==> src/hw/rtl/cgca_pkg.sv <==
// Package with the sizes, codes and word types of the contact graph color allocator.
`timescale 1ns / 1ps

package cgca_pkg;

  // Sizing of the stores. BODIES and SLOTS are powers of two.
  localparam int COLORS = 12;
  localparam int BODIES = 1024;
  localparam int SLOTS  = 1024;

  // Fixed field widths of the request and response words.
  localparam int BODY_FW   = 10;
  localparam int ID_W      = 16;
  localparam int COLOR_FW  = 4;
  localparam int SLOT_FW   = 10;
  localparam int STATUS_W  = 2;

  // Derived internal widths.
  localparam int COLOR_W = $clog2(COLORS);
  localparam int BODY_AW = $clog2(BODIES);
  localparam int SLOT_AW = $clog2(SLOTS);
  localparam int CNT_W   = $clog2(SLOTS + 1);
  localparam int LIST_DEPTH = COLORS * SLOTS;
  localparam int LIST_AW = $clog2(LIST_DEPTH);

  // Request kinds.
  localparam logic KIND_ADD    = 1'b0;
  localparam logic KIND_REMOVE = 1'b1;

  // Response status codes.
  localparam logic [STATUS_W-1:0] ST_OK      = 2'd0;
  localparam logic [STATUS_W-1:0] ST_NOCOLOR = 2'd1;
  localparam logic [STATUS_W-1:0] ST_FULL    = 2'd2;

  typedef struct packed {
    logic                kind;
    logic [BODY_FW-1:0]  body_a;
    logic [BODY_FW-1:0]  body_b;
    logic                a_dynamic;
    logic                b_dynamic;
    logic [ID_W-1:0]     contact_id;
    logic [COLOR_FW-1:0] color_in;
    logic [SLOT_FW-1:0]  slot_in;
  } cgca_item_t;

  typedef struct packed {
    logic [STATUS_W-1:0] status;
    logic [COLOR_FW-1:0] color_out;
    logic [SLOT_FW-1:0]  slot_out;
    logic                moved_valid;
    logic [ID_W-1:0]     moved_contact;
  } cgca_result_t;

  // Commands from the controller to the datapath.
  typedef struct packed {
    logic clear;   // write one zero mask entry of the clearing pass
    logic accept;  // a request word is taken this cycle
    logic eval;    // search, update counts, first mask write
    logic finish;  // second mask write, list move, load the response
  } ctl_cmd_t;

  // Status from the datapath to the controller.
  typedef struct packed {
    logic clear_last;  // clearing pass is at its last entry
    logic out_free;    // response register can take a new word
  } ctl_sts_t;

endpackage

==> src/hw/rtl/cgca_ctrl.sv <==
// Controller: clearing pass after reset and the per-request sequence.
`timescale 1ns / 1ps

module cgca_ctrl (
  input  logic               clk,
  input  logic               rst,
  input  logic               req_valid,
  output logic               req_ready,
  input  cgca_pkg::ctl_sts_t sts,
  output cgca_pkg::ctl_cmd_t cmd
);
  import cgca_pkg::*;

  localparam logic [1:0] S_CLEAR = 2'd0;
  localparam logic [1:0] S_IDLE  = 2'd1;
  localparam logic [1:0] S_EVAL  = 2'd2;
  localparam logic [1:0] S_FIN   = 2'd3;

  logic [1:0] state;
  logic [1:0] state_next;

  always_comb begin
    state_next = state;
    req_ready  = 1'b0;
    cmd        = '0;
    case (state)
      S_CLEAR: begin
        cmd.clear = 1'b1;
        if (sts.clear_last) begin
          state_next = S_IDLE;
        end
      end
      S_IDLE: begin
        req_ready = 1'b1;
        if (req_valid) begin
          cmd.accept = 1'b1;
          state_next = S_EVAL;
        end
      end
      S_EVAL: begin
        cmd.eval   = 1'b1;
        state_next = S_FIN;
      end
      S_FIN: begin
        if (sts.out_free) begin
          cmd.finish = 1'b1;
          state_next = S_IDLE;
        end
      end
      default: begin
        state_next = S_CLEAR;
      end
    endcase
  end

  always_ff @(posedge clk) begin
    if (rst) begin
      state <= S_CLEAR;
    end else begin
      state <= state_next;
    end
  end

endmodule

==> config.mk <==
export PLATFORM = sky130hd
export DESIGN_NAME = cgca_ctrl
export DESIGN_NICKNAME = d
export VERILOG_FILES = /design/src/hw/rtl/cgca_pkg.sv /design/src/hw/rtl/cgca_ctrl.sv
export SDC_FILE = /design/constraint.sdc
export NUM_CORES = 1
export LEC_CHECK = 0
export ABC_AREA = 1
export BUFFER_PORTS_ARGS = -buffer_cell sky130_fd_sc_hd__buf_4
export CORE_AREA = 3 3 40 42
export DETAILED_ROUTE_END_ITERATION = 16
export DIE_AREA = 0 0 43 45
export PLACE_DENSITY = 0.44
export SLEW_MARGIN = 10
export SYNTH_ARGS = -nofsm -noshare
export SYNTH_HDL_FRONTEND = slang
export SYNTH_SLANG_ARGS = --single-unit
==> constraint.sdc <==
create_clock -name clk -period 3.4 [get_ports clk]
set_clock_uncertainty 0.15 [all_clocks]
set_input_delay 0.34 -clock clk [delete_from_list [all_inputs] [get_ports clk]]
set_output_delay 0.34 -clock clk [all_outputs]
set_load 0.02 [all_outputs]
# Yosys cells after proc, flatten, opt, wreduce, memory -nomap -nowiden
# Cells that the tools add are included.
[op_classes] n_addsub=0 n_mul=0 n_div=0 order_cmp=0 eq_ne=6 n_shift=0 mux=11 n_bitwise=0 n_reduce_logical=2
[ops] cell="$pmux W2 S4" n=1
[ops] cell="$mux W1" n=7
[ops] cell="$mux W2" n=3
[ops] cell="$ne A2 B2 Y1 const B" n=3
[ops] cell="$eq A2 B2 Y1 const B" n=2
[ops] cell="$reduce_and A3 Y1" n=1
[ops] cell="$eq A2 B1 Y1 const B" n=1
[ops] cell="$logic_not A2 Y1" n=1
[word_totals] register_bits=2 latch_bits=0 ramBits=0 rom_bits=0 inputBits=5 output_inout_bits=5 elab_cells=20 mem_count=0

# Longest topological paths before layout
# Gate-level depths: netlist of the first run.
[logic_depth] depth_word=3 mapped_depth=7 ltp_nobuf=7

# Least setup slack after synthesis of the first run
# No wires, ideal clock.
[synth_timing] path_type="reg-to-output" from="register state[1]" to="output port cmd[2] in the netlist's numbering" arrival_time_ns=0.922 required_ns=2.910 path_slack_ns=1.988 path_stages_with_launch=5 path_buffers=0 cell_sequence="dfxtp_1 inv_1 ha_1 nand2_1 inv_1"
[synth_lines] element="from (decl)" line="cgca_ctrl.sv:19" text="logic [1:0] state;"
[synth_lines] element="from (signal assigned)" line="cgca_ctrl.sv:60" text="state <= state_next;"
[synth_lines] element="to (decl)" line="cgca_ctrl.sv:10" text="output cgca_pkg::ctl_cmd_t cmd"

==> results.json, run 1 <==
{
  "min_period_ps": 1600,
  "fin_util": 0.237,
  "synth_largest_area_cell": "ha_1",
  "start_kind": "flip-flop",
  "cts_tree": "built",
  "p_per_area_nw_per_um2": 818,
  "antenna_found_initial": 0,
  "ant_nets": 0,
  "dieHeight_um": 45,
  "filler_cell_count": 153,
  "grt_max_degree": 5,
  "synth_area_um2": 195,
  "synth_nets": 40,
  "yosysWarnings": 0,
  "clk_path_buf_depth": 2,
  "busiest_layer": "met2",
  "regMostFlops": "state",
  "rows": 13,
  "ys_seq_elements": 2,
  "peakVddDrop_v": 0.000176,
  "drtIter0Drc": 2,
  "postCtsHoldBufs": 0,
  "drv_cap": 0,
  "nNetsFinal": 54,
  "cts_made_buffers": 3,
  "dp_hpwl_um": 301,
  "clock_latency_ps": 230,
  "reg_top3": "state x2",
  "rsz0062_at_grt": "false",
  "finalPower_w": 0.000249,
  "crit_fanout": 4,
  "wire_per_inst_um": 6.79,
  "core_um2": 1280,
  "min_period_over_period": 0.471,
  "grt_pass1_vias": 163,
  "final_cell_count_no_fill": 57,
  "portBuffers": 9,
  "cts_max_level": 1,
  "initial_core_util": 0.152,
  "antenna_cells": 0,
  "arrival_ps": 1110,
  "status": "finished clean",
  "dp.cells": 54,
  "die_w_um": 43,
  "grt_use_met2": 0.0599,
  "cts_root_buf": "clkbuf_4",
  "dr.pass1.iters": 2,
  "slew_violations": 0,
  "area_growth_pct": 55.8,
  "critPathRequiredTime_ps": 2910,
  "fmax_ghz": 0.625,
  "cts_sinks": 2,
  "ys_top_cells_by_area": "ha_1 (32%), dfxtp_1 (21%), inv_1 (17%)",
  "drc": 0,
  "yosysSeqAreaShare": 0.205,
  "met1_usage": 0.0552,
  "tns_ps": 0,
  "routed_wl_um": 387,
  "viasPerCell": 3.07,
  "post-cts-setup-buffers": 0,
  "grt_util_met3": 0.0518,
  "largest_reg_flops": 2,
  "cts-resized-gates": 0,
  "grt_use_total": 0.0515,
  "grt_pass1_wl_um": 648,
  "vias": 175,
  "gp_congestion": 0.647,
  "endpoint_kind": "primary output",
  "clkTransAtPathRegs_ps": 30,
  "grt.overflow.total": 0,
  "dpl_cell_area_um2": 282,
  "worst-setup-path-type": "flip-flop to primary output",
  "ys_types": 6,
  "slew_headroom": 0.898,
  "netlist.area_leader.share": 0.321,
  "syn_inst": 30,
  "die_area_um2": 1940,
  "holdCritPathClass": "input port to flip-flop",
  "hold_viol": 0,
  "finalSetupViolCount": 0,
  "tightest_slew_ps": 153,
  "ioPinCount": 10,
  "avgSynthCellArea_um2": 6.51,
  "drive_above_1_share": 0.310,
  "final_area_um2": 304,
  "leakage_nw": 0.197
}
-- placed cells by master, fill, tap and decap left out --
cell / synthesis / final
buf_4: 0 / 9
clkbuf_4: 0 / 3
dfxtp_1: 2 / 2
ha_1: 5 / 5
inv_1: 9 / 9
nand2_1: 9 / 9
nand3_2: 1 / 1
nor2_1: 4 / 4
-- power by group --
group	leakage (nW)	internal, W	switching (W)
Sequential	0.0167	0.0000351	0.00000999
Combinational	0.167	0.0000623	0.0000884
Clock	0.0138	0.0000390	0.0000140
Total	0.197	0.000136	0.000112
-- worst paths after layout --
path,startpoint,end,slack (ps),cells past startpoint
worst max-delay path,state[1]$_SDFFE_PP0P_,cmd[2],1800,5
worst min-delay path,rst,state[1]$_SDFFE_PP0P_,210,4
worst max register to register,state[0]$_SDFFE_PP0P_,state[0]$_SDFFE_PP0P_,2120,7
worst min register to register,state[1]$_SDFFE_PP0P_,state[1]$_SDFFE_PP0P_,480,4
-- metal layers --
| metal | vias up | part of all wire |
|---|---|---|
| met5 | - | 0 |
| met4 | 0 | 0 |
| met3 | 0 | 0.12 |
| met2 | 9 | 0.39 |
| met1 | 59 | 0.49 |
| li1 | 107 | - |
-- worst max-delay path, stage by stage, from the launching register on --
cell and delay [ps]:
dfxtp_1 340, inv_1 90, ha_1 220, nand2_1 60
inv_1 30, buf_4 140
-- per-stage QoR --
step                worst slack, ps  hold slack, ps
global route                   1700             236
CTS                            1780             205
finish                         1800             210
global placement               2020             444
detailed placement             2020             445
floorplan                      1990             345
-- cell families after synthesis --
kind of cell / count (synthesis) / share of synthesized area
fa+ha+maj: 5 / 0.321
buf+inv: 9 / 0.173
flops: 2 / 0.205
simple gates: 14 / 0.301
-- synth_stat cells, drive strengths merged --
master / instances
dfxtp: 2
ha: 5
inv: 9
nand2: 9
nand3: 1
nor2: 4
-- layout make-up --
| class | instances | area, um^2 | area share |
|---|---|---|---|
| inverters | 9 | 33.8 | 0.111 |
| repair buffers | 9 | 67.6 | 0.222 |
| well taps | 15 | 18.8 | 0.0617 |
| clock buffers | 3 | 22.5 | 0.0741 |
| flip-flops and latches | 2 | 40.0 | 0.132 |
| multi-input cells | 19 | 121 | 0.399 |
No activity file was read; power rests on OpenSTA's default activity.
==> inputs of run 2 (changes only) <==
--- a/config.mk
+++ b/config.mk
@@ -10,7 +10,7 @@
 export CORE_AREA = 3 3 40 42
 export DETAILED_ROUTE_END_ITERATION = 16
 export DIE_AREA = 0 0 43 45
-export PLACE_DENSITY = 0.44
+export PLACE_DENSITY = 0.45
 export SLEW_MARGIN = 10
 export SYNTH_ARGS = -nofsm -noshare
 export SYNTH_HDL_FRONTEND = slang
==> constraint.sdc (replaced) <==
create_clock -name clk -period 1.43 [get_ports clk]
set_clock_uncertainty 0.15 [all_clocks]
set_input_delay 0.143 -clock clk [delete_from_list [all_inputs] [get_ports clk]]
set_output_delay 0.143 -clock clk [all_outputs]
set_load 0.02 [all_outputs]
==> run 2 against run 1 <==
- non-clock buffer count unchanged
- design area up 0.41%
- critical path depth down 2
- sequential power rose to 2.5 times the previous value
- global-route usage down 0.34 points
- routed wire length up 2.3%
- via count up 8.6%
- largest power group unchanged
- highest routed layer is now met4
==> results.json, run 2 (synthesis gave the netlist of run 1 again) <==
{
  "arrival_ps": 1070,
  "finalWorstSetupSlack_ps": 70.9,
  "tightest_slew_ps": 148,
  "hold_viol": 0,
  "postCtsHoldBufs": 0,
  "rows": 13,
  "clkTransAtPathRegs_ps": 30,
  "peakVddDrop_v": 0.000428,
  "antenna_found_initial": 0,
  "finalPower_w": 0.000596,
  "seqPwrFrac": 0.191,
  "p_per_area_nw_per_um2": 1950,
  "grt.overflow.total": 0,
  "drv_cap": 0,
  "swShare": 0.451,
  "start_kind": "flip-flop",
  "area_growth_pct": 56.4,
  "tns_ps": 0,
  "min_period_over_period": 0.950,
  "min_period_ps": 1360,
  "critPathMaxStageDelay_ps": 370,
  "regMostFlops": "state",
  "ant_nets": 0,
  "cts_sinks": 2,
  "ioPinCount": 10,
  "drc": 0,
  "final_cell_mix": "nand2_1 (9), buf_4 (9), inv_1 (8), ha_1 (5), nor2_1 (4)",
  "holdCritPathClass": "input port to flip-flop",
  "grt_pass1_wl_um": 607,
  "fmax_ghz": 0.736,
  "clk_path_buf_depth": 2,
  "worst-setup-path-type": "flip-flop to primary output",
  "largest_reg_flops": 2,
  "endpoint_kind": "primary output",
  "reg_top3": "state x2",
  "crit_path_top_delay_cell": "dfxtp_1",
  "post-place-ws_ps": 140,
  "die_w_um": 43,
  "drtIter0Drc": 4,
  "filler_cell_count": 150,
  "critPathRequiredTime_ps": 1140,
  "cts_made_buffers": 3,
  "core_um2": 1280,
  "dr.pass1.iters": 4,
  "slew_headroom": 0.901,
  "crit_fanout": 4,
  "clock_latency_ps": 220,
  "dieHeight_um": 45,
  "grt_pass1_vias": 171,
  "switchingPower_w": 0.000269,
  "wire_per_inst_um": 6.95,
  "nNetsFinal": 54,
  "dp_hpwl_um": 314,
  "grt_max_degree": 5,
  "p_int_w": 0.000327,
  "critical_path_buf_inv_count": 2,
  "grt_use_total": 0.0482,
  "path_delay_family": "flip-flops",
  "portBuffers": 9,
  "die_area_um2": 1940,
  "finalSetupViolCount": 0,
  "vias": 190,
  "routed_wl_um": 396,
  "gp_congestion": 0.640,
  "pwr-share-clk": 0.210,
  "antenna_cells": 0,
  "comb_power_share": 0.599,
  "status": "finished clean",
  "cts_root_buf": "clkbuf_4",
  "rsz0062_at_grt": "false",
  "cts_tree": "built",
  "leakage_nw": 0.197,
  "worstPathCellList": "inv_1, ha_1, buf_4",
  "drive_above_1_share": 0.357,
  "slew_violations": 0,
  "cts_max_level": 1,
  "initial_core_util": 0.152,
  "viasPerCell": 3.33
}
run 2: cell counts in the layout (fill, tap and decap cells not counted):
No cell type changed its count.
run 2: area by class of cell:
class,instances,area (um^2),share of cell area
multi-input combinational,19,121,0.398
sequential,2,41.3,0.135
tap,15,18.8,0.0615
clock buffer,3,22.5,0.0738
inverter,9,33.8,0.111
timing repair buffer,9,67.6,0.221
run 2: metal layers:
metal	routed length (um)	up-vias	track usage	share of wire
met3	47	2	0.0239	0.12
met4	15	0	0.0723	0.038
met2	182	9	0.0749	0.46
li1	-	107	-	-
met1	150	72	0.0359	0.38
met5	0	-	0	0
run 2: final timing paths:
kind	startpoint	end	slack (ps)	depth (start not counted)
min reg2reg	state[1]$_SDFFE_PP0P_	state[1]$_SDFFE_PP0P_	430	4
min	rst	state[1]$_SDFFE_PP0P_	5	4
max reg2reg	state[0]$_SDFFE_PP0P_	state[0]$_SDFFE_PP0P_	160	7
max	state[0]$_SDFFE_PP0P_	cmd[3]	70	3
run 2: timing repair:
item / in CTS / in global routing
setup endpoints to repair: 0 / 1
buffers inserted: 0 / 0
gates resized for setup: 0 / 2
run 2: worst min-delay path, cell delays in order:
cell     delay, ps
buf_4           70
inv_1           40
nand2_1         50
nor2_1          30
run 2: power by group through the flow:
| stage | Combinational (W) | Clock [W] | Sequential, W |
|---|---|---|---|
| after floorplan | 0.000256 | 0 | 0.000103 |
| after global placement | 0.000361 | 0 | 0.000109 |
| after detailed placement | 0.000362 | 0 | 0.000110 |
| after CTS | 0.000364 | 0.000130 | 0.000109 |
| after global routing | 0.000407 | 0.000132 | 0.000118 |
| final | 0.000357 | 0.000125 | 0.000114 |
run 2: per-stage QoR:
stage / area (um^2) / utilization / hold WS (ps) / instances
after floorplan: 195 / - / 148 / 30
after global placement: 282 / 0.219 / 245 / 54
after detailed placement: 282 / 0.219 / 247 / 54
after CTS: 304 / 0.237 / 13.1 / 57
after global routing: 305 / 0.238 / 36.6 / 57
final: 305 / 0.238 / 4.77 / 57
